$ cat src/rtl/ssnf_pkg.sv
// Shared types, segment codes and glyph lookup for the seven-segment number formatter.
package ssnf_pkg;

    localparam int ValueWidth = 17;
    localparam int SegWidth   = 8;
    localparam int MagWidth   = 16;
    localparam int DecWidth   = 14;

    localparam logic [SegWidth-1:0] SEG_BLANK = 8'h00;
    localparam logic [SegWidth-1:0] SEG_MINUS = 8'h02;

    localparam logic signed [ValueWidth-1:0] DEC_MIN = -17'sd999;
    localparam logic signed [ValueWidth-1:0] DEC_MAX = 17'sd9999;
    localparam logic signed [ValueWidth-1:0] HEX_MIN = -17'sd4095;

    typedef struct packed {
        logic signed [ValueWidth-1:0] value;
        logic                         hex_mode;
    } ssnf_in_t;

    typedef struct packed {
        logic [SegWidth-1:0] seg_left;
        logic [SegWidth-1:0] seg_mid_left;
        logic [SegWidth-1:0] seg_mid_right;
        logic [SegWidth-1:0] seg_right;
        logic                out_of_range;
    } ssnf_out_t;

    function automatic logic [SegWidth-1:0] glyph(input logic [3:0] digit);
        logic [SegWidth-1:0] code;
        case (digit)
            4'h0:    code = 8'hFC;
            4'h1:    code = 8'h60;
            4'h2:    code = 8'hDA;
            4'h3:    code = 8'hF2;
            4'h4:    code = 8'h66;
            4'h5:    code = 8'hB6;
            4'h6:    code = 8'hBE;
            4'h7:    code = 8'hE0;
            4'h8:    code = 8'hFE;
            4'h9:    code = 8'hF6;
            4'hA:    code = 8'hEE;
            4'hB:    code = 8'h3E;
            4'hC:    code = 8'h9C;
            4'hD:    code = 8'h7A;
            4'hE:    code = 8'h9E;
            default: code = 8'h8E;
        endcase
        return code;
    endfunction

endpackage

$ cat src/rtl/seven_segment_number_formatter_top.sv
// Top level: input register, conversion logic and result register with valid/stall flow.
// Converts a signed 17-bit value to four seven-segment codes in decimal or hex, one
// transfer per clock unless the result side stalls. An accepted item is held in the
// input register, and the result register takes its codes when the result side is
// not stalled. Result valid rises with them, and the result can then be transferred.
// Throughput is one item per cycle whenever the result side is not stalled. Values outside
// -999..9999 (decimal) or -0xFFF..0xFFFF (hex) give out_of_range with all segments zero.
module seven_segment_number_formatter_top
(
    input  logic                clk,
    input  logic                rst_n,
    input  logic                item_valid,
    output logic                item_stall,
    input  ssnf_pkg::ssnf_in_t  item,
    output logic                result_valid,
    input  logic                result_stall,
    output ssnf_pkg::ssnf_out_t result
);

    logic                in_valid_reg;
    ssnf_pkg::ssnf_in_t  in_data_reg;
    logic                out_valid_reg;
    ssnf_pkg::ssnf_out_t out_data_reg;
    ssnf_pkg::ssnf_out_t out_data_next;
    logic                out_advance;
    logic                in_advance;

    assign out_advance = !out_valid_reg || !result_stall;
    assign in_advance  = !in_valid_reg || out_advance;
    assign item_stall  = !in_advance;

    ssnf_encode u_encode
    (
        .item   (in_data_reg),
        .result (out_data_next)
    );

    always_ff @(posedge clk or negedge rst_n)
    begin
        if (!rst_n)
        begin
            in_valid_reg  <= 1'b0;
            out_valid_reg <= 1'b0;
        end
        else
        begin
            if (in_advance)
                in_valid_reg <= item_valid;
            if (out_advance)
                out_valid_reg <= in_valid_reg;
        end
    end

    always_ff @(posedge clk)
    begin
        if (in_advance && item_valid)
            in_data_reg <= item;
        if (out_advance && in_valid_reg)
            out_data_reg <= out_data_next;
    end

    assign result_valid = out_valid_reg;
    assign result       = out_data_reg;

endmodule

$ cat src/rtl/ssnf_encode.sv
// Combinational value-to-segment conversion: range check, sign, digit split, blanking.
module ssnf_encode
(
    input  ssnf_pkg::ssnf_in_t  item,
    output ssnf_pkg::ssnf_out_t result
);

    logic                                  neg;
    logic                                  bad;
    logic signed [ssnf_pkg::ValueWidth-1:0] neg_value;
    logic [ssnf_pkg::MagWidth-1:0]         mag;
    logic [ssnf_pkg::DecWidth-1:0]         mag_dec;
    logic [26:0]                           prod1;
    logic [26:0]                           prod2;
    logic [27:0]                           prod3;
    logic [9:0]                            q1;
    logic [6:0]                            q2;
    logic [3:0]                            q3;
    logic [3:0]                            dec_d [4];
    logic [3:0]                            dig   [4];
    logic                                  show  [4];
    logic [ssnf_pkg::SegWidth-1:0]         pos   [4];

    always_comb
    begin
        neg       = item.value[ssnf_pkg::ValueWidth-1];
        neg_value = -item.value;
        mag       = neg ? neg_value[ssnf_pkg::MagWidth-1:0]
                        : item.value[ssnf_pkg::MagWidth-1:0];

        if (item.hex_mode)
            bad = item.value < ssnf_pkg::HEX_MIN;
        else
            bad = (item.value < ssnf_pkg::DEC_MIN) || (item.value > ssnf_pkg::DEC_MAX);

        // reciprocal multiply for /10, /100, /1000; exact for mag <= 9999
        mag_dec = mag[ssnf_pkg::DecWidth-1:0];
        prod1   = 27'(mag_dec) * 27'd6554;
        prod2   = 27'(mag_dec) * 27'd5243;
        prod3   = 28'(mag_dec) * 28'd8389;
        q1      = prod1[25:16];
        q2      = prod2[25:19];
        q3      = prod3[26:23];

        dec_d[0] = 4'(mag_dec - ((14'(q1) << 3) + (14'(q1) << 1)));
        dec_d[1] = 4'(q1 - ((10'(q2) << 3) + (10'(q2) << 1)));
        dec_d[2] = 4'(q2 - ((7'(q3) << 3) + (7'(q3) << 1)));
        dec_d[3] = q3;

        if (item.hex_mode)
        begin
            dig[0]  = mag[3:0];
            dig[1]  = mag[7:4];
            dig[2]  = mag[11:8];
            dig[3]  = mag[15:12];
            show[1] = mag[15:4] != '0;
            show[2] = mag[15:8] != '0;
            show[3] = mag[15:12] != '0;
        end
        else
        begin
            dig     = dec_d;
            show[1] = mag >= 16'd10;
            show[2] = mag >= 16'd100;
            show[3] = mag >= 16'd1000;
        end
        show[0] = 1'b1;

        // pos[0] is leftmost, dig[0] is least significant
        for (int i = 0; i < 4; i++)
            pos[3-i] = show[i] ? ssnf_pkg::glyph(dig[i]) : ssnf_pkg::SEG_BLANK;
        if (neg)
            pos[0] = ssnf_pkg::SEG_MINUS;

        if (bad)
        begin
            result.seg_left      = '0;
            result.seg_mid_left  = '0;
            result.seg_mid_right = '0;
            result.seg_right     = '0;
        end
        else
        begin
            result.seg_left      = pos[0];
            result.seg_mid_left  = pos[1];
            result.seg_mid_right = pos[2];
            result.seg_right     = pos[3];
        end
        result.out_of_range = bad;
    end

endmodule
$ cat config.mk
export PLATFORM = sky130hd
export DESIGN_NAME = seven_segment_number_formatter_top
export DESIGN_NICKNAME = d
export VERILOG_FILES = /design/src/rtl/ssnf_pkg.sv /design/src/rtl/seven_segment_number_formatter_top.sv /design/src/rtl/ssnf_encode.sv
export SDC_FILE = /design/constraint.sdc
export NUM_CORES = 1
export LEC_CHECK = 0
export BUFFER_PORTS_ARGS = -buffer_cell sky130_fd_sc_hd__buf_2
export CELL_PAD_IN_SITES_DETAIL_PLACEMENT = 0
export CELL_PAD_IN_SITES_GLOBAL_PLACEMENT = 1
export CORE_MARGIN = 2
export CORE_UTILIZATION = 50
export DETAILED_ROUTE_END_ITERATION = 12
export PLACE_DENSITY = 0.82
export SETUP_SLACK_MARGIN = 0.5
export SLEW_MARGIN = 30
export SYNTH_ARGS = -nofsm -noshare
export SYNTH_HDL_FRONTEND = slang
export SYNTH_SLANG_ARGS = --single-unit
$ cat constraint.sdc
create_clock -name clk -period 12.8 [get_ports clk]
set_input_delay 2.56 -clock clk [delete_from_list [all_inputs] [get_ports clk]]
set_output_delay 2.56 -clock clk [all_outputs]
set_load 0.02 [all_outputs]
* Word-level counts from Yosys, hierarchy flattened
Memories as Yosys holds them, arrays and structs flattened. A register that Yosys moved wholly into a read port is not among the register bits. Cells that the tools add are included.
Word-level totals: register bits after elaboration 53, bits in read-only memories 448, input port bits 22, output and inout port bits 35, word-level logic and storage cells 54, memories kept 4
Memory list:
- (no name shown) | depth 16, width 7, read ports 1, clocked after memory_dff 1, write ports 0, RTL line ssnf_pkg.sv:31 | case (digit)
- (no name shown) | depth 16, width 7, read ports 1, clocked after memory_dff 1, write ports 0, RTL line ssnf_pkg.sv:31
- (no name shown) | depth 16, width 7, read ports 1, clocked after memory_dff 1, write ports 0, RTL line ssnf_pkg.sv:31
- (no name shown) | depth 16, width 7, read ports 1, clocked after memory_dff 0, write ports 0, RTL line ssnf_pkg.sv:31
Cells by class: add/sub/neg operators 7, multipliers 3, order comparisons 6, multiplexer cells 6, bitwise gates (word level) 3, reductions and logical operators 15
Operator list (count):
- two-way mux 16 bit | 2
- multiplier 14 x 14 -> 27 bit, second input constant | 1
- multiplier 14 x 13 -> 23 bit, second input constant | 1
- multiplier 14 x 12 -> 19 bit, second input constant | 1
- greater-than comparator 17 x 15 -> 1 bit, second input constant | 1
- < comparator 17 x 11 -> 1 bit, second input constant | 1
- < comparator 17 x 13 -> 1 bit, second input constant | 1
- greater-or-equal comparator 16 x 10 -> 1 bit, second input constant | 1
- greater-or-equal comparator 16 x 4 -> 1 bit, second input constant | 1
- greater-or-equal comparator 16 x 7 -> 1 bit, second input constant | 1
- negator 16 bit | 1
- adder 4 bit | 3
- nonzero test 12 bit | 1
- subtractor 4 bit | 3
- nonzero test 8 bit | 1
- zero test 1 bit | 4
- two-way mux 2 bit | 2
- nonzero test 4 bit | 1
- OR reduction 2 bit | 2
- logical OR 1 bit | 3
- two-way mux 3 bit | 1
- inverter 1 bit | 3
- OR reduction 3 bit | 1
- logical AND 1 bit | 2
- two-way mux 1 bit | 1

* Longest topological paths before layout
Gate-level depths: netlist of run 1. An unclocked memory read counts as a cell.
depth after elaboration 9, gate-level depth with buffers 37, mapped depth without buffers 36

* Hierarchy
A second synthesis of run 1 with hierarchy kept.
Second synthesis, totals: cells, all modules 1147, area total of the unflattened synthesis 11075.6 µm²
By module, submodules not included:
- ssnf_encode | instances 1, cells each 1088, area an instance 9451.6 µm², seq. area each 0.0 µm²
- seven_segment_number_formatter_top | instances 1, cells each 59, area an instance 1624.1 µm², seq. area each 1581.5 µm²

* Worst setup path before layout of run 1
OpenSTA, ideal clock, no wires.
path kind register to register, start register in_data_reg[1] in the netlist's numbering, end register, netlist name result[21], library setup time 0.169 ns, arrival time 9.017 ns, data required time 12.631 ns, setup slack 3.614 ns, stages on the path, launching flop included 34, path buffers 1, clock period less this slack 9.186 ns, path through edfxtp_1 or4_1 nand2b_1 o31ai_1 xor2_1 inv_1 ha_1 inv_1 fa_1 inv_1 fa_1 fa_1 inv_1 fa_1 inv_1 ha_1 and4_1 a221o_1 o211a_1 nor3_1 xor2_1 ha_1 xnor2_1 xnor2_1 xnor2_1 or3_1 nor3_1 a311oi_1 xor2_1 mux2i_1 and2_1 buf_2 mux2_2 o31ai_1
Between the ends: cells in the longest elaborated chain, start to end 6, elaborated cells on any way between the ends 17, classes of those cells add/sub (3); mul (2); order compare (4); mux (4); bitwise (1); reduce/logical (3)
Ends and longest elaborated chain:
- from (decl) | RTL line seven_segment_number_formatter_top.sv:21 | ssnf_pkg::ssnf_in_t in_data_reg;
- from (signal assigned) | RTL line seven_segment_number_formatter_top.sv:57 | in_data_reg <= item;
- negator 16 bit | RTL line ssnf_encode.sv:27 | neg_value = -item.value;
- two-way mux 16 bit | RTL line ssnf_encode.sv:28 | mag = neg ? neg_value[ssnf_pkg::MagWidth-1:0]
- multiplier 14 x 14 -> 27 bit (tied with other cells) | RTL line ssnf_encode.sv:40 | prod3 = 28'(mag_dec) * 28'd8389;
- adder 4 bit or two-way mux 3 bit (tied branches) | RTL line ssnf_encode.sv:47, ssnf_encode.sv:50
- subtractor 4 bit or inverter 1 bit (tied branches)
- two-way mux 16 bit or OR reduction 2 bit (tied branches)
Parallel ways exist; a longest one is shown, timed or not. A chain may end at the register's enable or synchronous reset.

* Worst setup path in the final report of run 1
start register in_data_reg[1] in the netlist's numbering, end register, netlist name result[21]
Between the ends: cells in the longest elaborated chain, start to end 6, elaborated cells on any way between the ends 17, classes of those cells add/sub (3); mul (2); order compare (4); mux (4); bitwise (1); reduce/logical (3)
Ends and longest elaborated chain (RTL line):
- negator 16 bit | ssnf_encode.sv:27
- two-way mux 16 bit | ssnf_encode.sv:28
- multiplier 14 x 14 -> 27 bit (tied with other cells) | ssnf_encode.sv:40
- adder 4 bit or two-way mux 3 bit (tied branches) | ssnf_encode.sv:47, ssnf_encode.sv:50
- subtractor 4 bit or inverter 1 bit (tied branches)
- two-way mux 16 bit or OR reduction 2 bit (tied branches)
Parallel ways exist; a longest one is shown, timed or not.

==> results.rst, run 1 <==
.. list-table::
   :header-rows: 1

   * - Metric
     - Value
   * - # DRC
     - 0
   * - Die area
     - roughly 23000 um^2
   * - Total gr overflow
     - 0
   * - Slowest stage cell, crit path
     - edfxtp_1
   * - Post-synth ARST share
     - 0.0408
   * - Type of the worst min-delay path
     - reg -> reg
   * - Fraction of post-synthesis cell area in the top cell type by area
     - 0.283
   * - GR Util All Layers
     - 0.236
   * - Clock insertion delay at the later pin of the skew report
     - 0.29 ns
   * - Leading cell types by count after synthesis
     - inv_1 (285), ha_1 (251), fa_1 (121)
   * - Yosys synthesis warning count
     - 0
   * - ANT nets after route
     - 0
   * - Number of CTS-inserted buffers
     - 5
   * - Placed Instance Area
     - 11700 um^2
   * - Worst path required time
     - 12.92 ns
   * - Minimum period implied by the final worst setup slack
     - 10.21 ns
   * - Area occupied by multi-input gates
     - between 8000 and 9000 um^2
   * - Startpoint types
     - flip-flop
   * - Cell with the most instances after synthesis
     - inv_1
   * - Final non-filler cell area
     - 11800 um^2
   * - Clock-pin slew on the worst setup and hold paths
     - 0.07 ns
   * - Number of flops mapped to enable cells by yosys
     - 47
   * - Placeable core region
     - between 20000 and 25000 um^2
   * - Tightest Pin Transition
     - 0.909 ns
   * - Crit Path Category
     - reg -> reg
   * - Wire per inst
     - 17.7 um
   * - Cell types occupying the most area after synthesis
     - ha_1 (28%), fa_1 (22%), edfxtp_1 (13%), inv_1 (9.7%), xnor2_1 (2.5%)
   * - Relative slew margins
     - 0.388
   * - Initial standard-cell utilization of the core
     - 0.508
   * - Worst Setup End Kind
     - flip-flop
   * - Number of H-tree branching levels
     - 2
   * - Share of synthesized area occupied by flip-flops and latches
     - 0.132
   * - Clk sink count
     - 49
   * - Combined flip-flop and latch cell area
     - 1460 um^2
   * - Clk buf depth
     - 2
   * - Number of vias after detailed routing
     - approximately 8000
   * - Wirelength, routed
     - 26.7 mm
   * - Syn Area/Cell
     - 9.46 um^2
   * - CP most frequent cell
     - inv_1
   * - Hold Path Sink
     - result_valid
   * - Number of rows created at floorplan
     - 54
   * - Flip-flop count of the largest register after layout
     - 29
   * - Arrival time at the worst endpoint
     - roughly 10 ns
   * - Maximum fanout along the worst path
     - 15
   * - Unrepaired setup endpoints after global routing
     - no
   * - Synthesized netlist cell count
     - 1172
   * - Global-route wire length before repair
     - 43.3 mm
   * - Hold buffer count at cts
     - 0
   * - X dimension of the die
     - 153 um
   * - Reg2Reg Setup Slack
     - around 2.6 ns
   * - Detailed-routing iteration count for the pre-antenna-repair pass
     - 5
   * - # diodes
     - 0
   * - # Post-CTS Setup Buffers
     - 0
   * - Worst r2r dst
     - result[21]
   * - Number of distinct library cells after synthesis
     - 76
   * - Register bit count reported by yosys
     - 49
   * - Final setup skew
     - 0.00668 ns
   * - Count of input and output buffers
     - 52
   * - Weighted congestion reported at the end of routability-driven placement
     - slightly below 1
   * - Total negative slack for setup checks
     - 0 ns
   * - Fraction of the cycle the final worst path needs
     - 0.798
   * - I/O pin count
     - 57
   * - Synthesis-to-finish area growth
     - 6.90%
   * - Initial DRC Count
     - around 470
   * - Number of global-route vias before repair
     - 8146
   * - Worst R2R Start
     - in_data_reg[1]
   * - Highest clock frequency the design can meet
     - around 98 MHz
   * - Clk root buf
     - clkbuf_16
   * - Number of hold violations in the final report
     - 0
   * - Net total in the final layout
     - 1621
   * - Fillcell total
     - between 1500 and 2000
   * - Total of endpoints with negative setup slack in the final report
     - 0
   * - Share of layout cells above drive strength 1
     - 0.0822
   * - Cells on worst reg2reg path
     - 34
   * - Post-cts resize count
     - 0
   * - Clock tree from TritonCTS
     - done
   * - Mean number of vias per cell
     - around 5.3
   * - Largest net degree at the start of global routing
     - 36
   * - CP peak stage delay
     - 0.69 ns
   * - Final count of pins violating max slew
     - 0
   * - Hold Path Origin
     - in_valid_reg
   * - DIE HEIGHT
     - roughly 150 um
   * - Number of violations of the max-capacitance limit
     - 0
   * - Cell area after synthesis
     - 11100 um^2
   * - Half-perimeter wire length after detailed placement
     - ~23 mm
   * - WHS Path Cells
     - 1
   * - Outcome
     - finished, final reports clean
   * - Dominant register cell in the synthesized netlist
     - edfxtp_1
   * - Antenna violations before repair
     - 0
   * - Largest area contributor in the netlist
     - ha_1
metal layers:
metal  vias up  wire (um)  global-route usage
li1       3983          -                   -
met1      3845      12800               0.344
met2       199      12000               0.376
met3        30       1120              0.0275
met4         0        756              0.0595
met5         -          0                   0
area by class of cell:
type	instances	area share
clock inverters	2	0.00137
well taps	280	0.0296
clock buffers	6	0.0117
inverters	286	0.0906
multi-input cells	821	0.714
flip-flops and latches	49	0.123
repair buffers	64	0.0296
how the worst max path moves through the flow:
stage	start	endpoint	cells past startpoint
2_1_floorplan	in_data_reg[1]	result[21]	33
3_3_place_gp	in_data_reg[1]	result[21]	32
3_5_place_dp	in_data_reg[1]	result[21]	34
4_1_cts	in_data_reg[1]	result[21]	34
5_1_grt	in_data_reg[1]	result[21]	34
6_report	in_data_reg[1]	result[21]	34
layout by cell type (no fill, tap or decap), drive strengths merged, types with 6 or more instances in the layout:
cell    instances
buf            64
o31ai           6
xnor2          33
or2             7
fa            121
mux2i           9
inv           287
nor2           53
a21oi          37
or3            11
a221oi          6
o21a            8
nand3          15
a21o           12
a31oi           7
o21ai          34
and2           10
clkbuf          6
nand4          10
edfxtp         47
a211oi         21
nand2          52
ha            251
o211ai          7
xor2           16
nor3           17
through the flow:
step	utilization	setup WS, ns	instances	hold WS [ns]
6_report	0.543	2.59	1508	0.478
5_1_grt	0.543	2.01	1508	0.525
4_1_cts	0.543	2.60	1508	0.479
3_5_place_dp	0.536	2.67	1500	0.464
3_3_place_gp	0.536	2.90	1500	0.457
2_1_floorplan	-	3.61	1175	0.443
logic make-up after synthesis:
kind of cell,share of synthesized area
AND/OR/NAND/NOR,0.0928
buffers and inverters,0.106
multiplexers,0.0143
adder cells (fa/ha/maj),0.502
flip-flops,0.132
XOR/XNOR,0.0435
other,0.000338
AO/OA/AOI/OAI,0.109
worst max-delay path: cells and delay by family, from the launching register on:
kind	cells	cell delay [ns]
multiplexers	2	0.68
XOR/XNOR	6	1.70
flip-flops	1	0.69
AND/OR/NAND/NOR	6	1.62
adder cells (fa/ha/maj)	7	2.85
AO/OA/AOI/OAI	8	1.73
buffers and inverters	5	0.75
Power of run 1 is not shown: default switching activity piles up to over one toggle a cycle in this logic, so the estimate is an artifact.
==> inputs of run 2 (changes only) <==
CORE_UTILIZATION = 46   (was 50)
PLACE_DENSITY = 0.79   (was 0.82)
clock period = 8.5 ns   (was 12.8 ns; I/O delays follow)
==> run 2 against run 1 <==
Via count rose by 7.7%. Clock-buffer cell count did not move. Register-to-register slack got worse by 2.5 ns. Final area rose by 13%. First-iteration DRC count rose by 17%. Sequential share of layout area fell by 1.5 points. Critical endpoint unchanged. Largest cell class unchanged. Highest routed layer unchanged.
==> results.rst, run 2 (synthesized netlist as in run 1, its figures left out) <==
.. list-table::
   :header-rows: 1

   * - Metric
     - Value
   * - Number of hold violations in the final report
     - 0 (unchanged)
   * - Total of endpoints with negative setup slack in the final report
     - 0 (unchanged)
   * - Count of input and output buffers
     - 52 (unchanged)
   * - Minimum period implied by the final worst setup slack
     - 8.43 ns (-1.78 ns)
   * - Number of H-tree branching levels
     - 2 (unchanged)
   * - Crit Path Category
     - reg -> reg
   * - Final count of pins violating max slew
     - 0 (unchanged)
   * - Share of layout cells above drive strength 1
     - 0.234 (+0.151)
   * - CP most frequent cell
     - fa_1
   * - Slowest stage cell, crit path
     - or4_4
   * - Mean number of vias per cell
     - 5.19 (-2.9%)
   * - Initial standard-cell utilization of the core
     - 0.471 (-0.0371)
   * - Number of violations of the max-capacitance limit
     - 0 (unchanged)
   * - Antenna violations before repair
     - 0 (unchanged)
   * - Placeable core region
     - 23500 um^2 (+7.9%)
   * - Wirelength, routed
     - 29.2 mm (+9.6%)
   * - Tightest Pin Transition
     - 0.717 ns (-0.192 ns)
   * - Area occupied by multi-input gates
     - 9010 um^2 (+6.6%)
   * - Worst setup slack after layout
     - 0.0673 ns (-2.52 ns)
   * - X dimension of the die
     - 159 um (+4.1%)
   * - GR Util All Layers
     - 0.232 (-0.00353)
   * - Clk sink count
     - 49 (unchanged)
   * - Largest net degree at the start of global routing
     - 36 (unchanged)
   * - Global-route wire length before repair
     - 46.6 mm (+7.5%)
   * - Net total in the final layout
     - 1746 (+7.7%)
   * - Half-perimeter wire length after detailed placement
     - 24.8 mm (+8.8%)
   * - ANT nets after route
     - 0 (unchanged)
   * - Number of global-route vias before repair
     - 8993 (+10%)
   * - Fraction of the cycle the final worst path needs
     - 0.992 (+0.194)
   * - Detailed-routing iteration count for the pre-antenna-repair pass
     - 5 (unchanged)
   * - Number of CTS-inserted buffers
     - 5 (unchanged)
   * - DP Worst Slack
     - -0.0872 ns (-2.76 ns)
   * - Startpoint types
     - flip-flop
   * - Worst Setup End Kind
     - flip-flop
   * - Worst path required time
     - 8.63 ns (-4.29 ns)
   * - Total gr overflow
     - 0 (unchanged)
   * - Final setup skew
     - 0.00833 ns (+0.00165 ns)
   * - CP peak stage delay
     - 0.55 ns (-0.14 ns)
   * - Combined flip-flop and latch cell area
     - 1460 um^2 (unchanged)
   * - I/O pin count
     - 57 (unchanged)
   * - Clock-pin slew on the worst setup and hold paths
     - 0.07 ns (about the same)
   * - Flip-flop count of the largest register after layout
     - 29 (unchanged)
   * - Maximum fanout along the worst path
     - 4 (-11)
   * - Commonest cells after routing, fill and taps aside
     - inv_1 (263), ha_1 (237), buf_4 (125)
   * - Outcome
     - finished, final reports clean
   * - Kind of cell adding the most delay to the critical path
     - adder cells
   * - Relative slew margins
     - 0.519 (+0.131)
   * - Weighted congestion reported at the end of routability-driven placement
     - 0.917 (-5.1%)
   * - Die area
     - 25400 um^2 (+8.5%)
   * - Fillcell total
     - 2134 (+8.3%)
   * - Initial DRC Count
     - 548 (+17%)
   * - Highest clock frequency the design can meet
     - 119 MHz (+21%)
   * - Most frequent standard cell in the layout excluding fill and tap cells
     - inv_1
   * - DIE HEIGHT
     - 159 um (+4.1%)
   * - Number of rows created at floorplan
     - 56 (+3.7%)
   * - Synthesis-to-finish area growth
     - 21.2%
   * - Worst path buffer plus inverter count
     - 7 (+2)
   * - Clk root buf
     - clkbuf_16
   * - Number of vias after detailed routing
     - 8675 (+7.7%)
   * - # DRC
     - 0 (unchanged)
   * - Type of the worst min-delay path
     - reg -> reg
   * - Clock tree from TritonCTS
     - done
   * - Arrival time at the worst endpoint
     - 8.56 ns (-1.77 ns)
   * - Wire per inst
     - 17.5 um (-1.2%)
   * - # diodes
     - 0 (unchanged)
   * - Unrepaired setup endpoints after global routing
     - yes
   * - End-of-flow core utilization
     - 0.571 (+0.0279)
   * - Clk buf depth
     - 2 (unchanged)
   * - Clock insertion delay at the later pin of the skew report
     - 0.29 ns (about the same)
run 2: cell count changes in the layout (fill, tap and decap cells not counted), moves of 6 or more:
cell,change
inv_2,+18
buf_6,+11
a21oi_2,+6
ha_1,-14
buf_4,+113
a21oi_1,-8
xnor2_1,-8
inv_1,-22
ha_4,+11
run 2: metal layers:
layer  global-route usage  routed length, um
met1                0.325              13700
met5                    0                  0
met2                0.397              13900
met4               0.0380                448
met3               0.0247               1220
run 2: layout make-up:
class	instances	area share
Inverter	286	0.0815
Multi-Input combinational cell	821	0.671
Timing Repair Buffer	189	0.0988
Clock inverter	2	0.00112
Sequential cell	49	0.109
Clock buffer	6	0.00959
Tap cell	319	0.0297
run 2: stage by stage:
step | hold WS (ns) | TNS, ns | std cells | cell area, um^2
global route | 0.509 | -0.749 | 1672 | 13400
CTS | 0.486 | 0 | 1659 | 13100
finish | 0.486 | 0 | 1672 | 13400
detailed placement | 0.470 | -0.183 | 1633 | 12600
global placement | 0.455 | 0 | 1633 | 12600
floorplan | 0.443 | 0 | 1175 | 11300
run 2: path summary, 6_finish.rpt:
check                               start            to  slack [ns]  cells past startpoint
setup reg to reg           in_data_reg[3]    result[21]        0.07                     34
max in group asynchronous           rst_n  in_valid_reg        7.23                      1
setup / recovery           in_data_reg[3]    result[21]        0.07                     34
min in group asynchronous           rst_n  result_valid        1.18                      1
hold / removal               in_valid_reg  result_valid        0.49                      1
hold reg to reg              in_valid_reg  result_valid        0.49                      1
run 2: timing repair:
| item | CTS | global route |
|---|---|---|
| resized for setup | 26 | 62 |
| endpoints found under the setup margin | 21 | 24 |
| pin swaps | 24 | 39 |
| gates cloned | 0 | 1 |
| buffers inserted | 18 | 12 |
| hold buffers | 0 | 0 |
| hold endpoints to repair | 0 | 0 |
Power of run 2 is left out for the same reason.
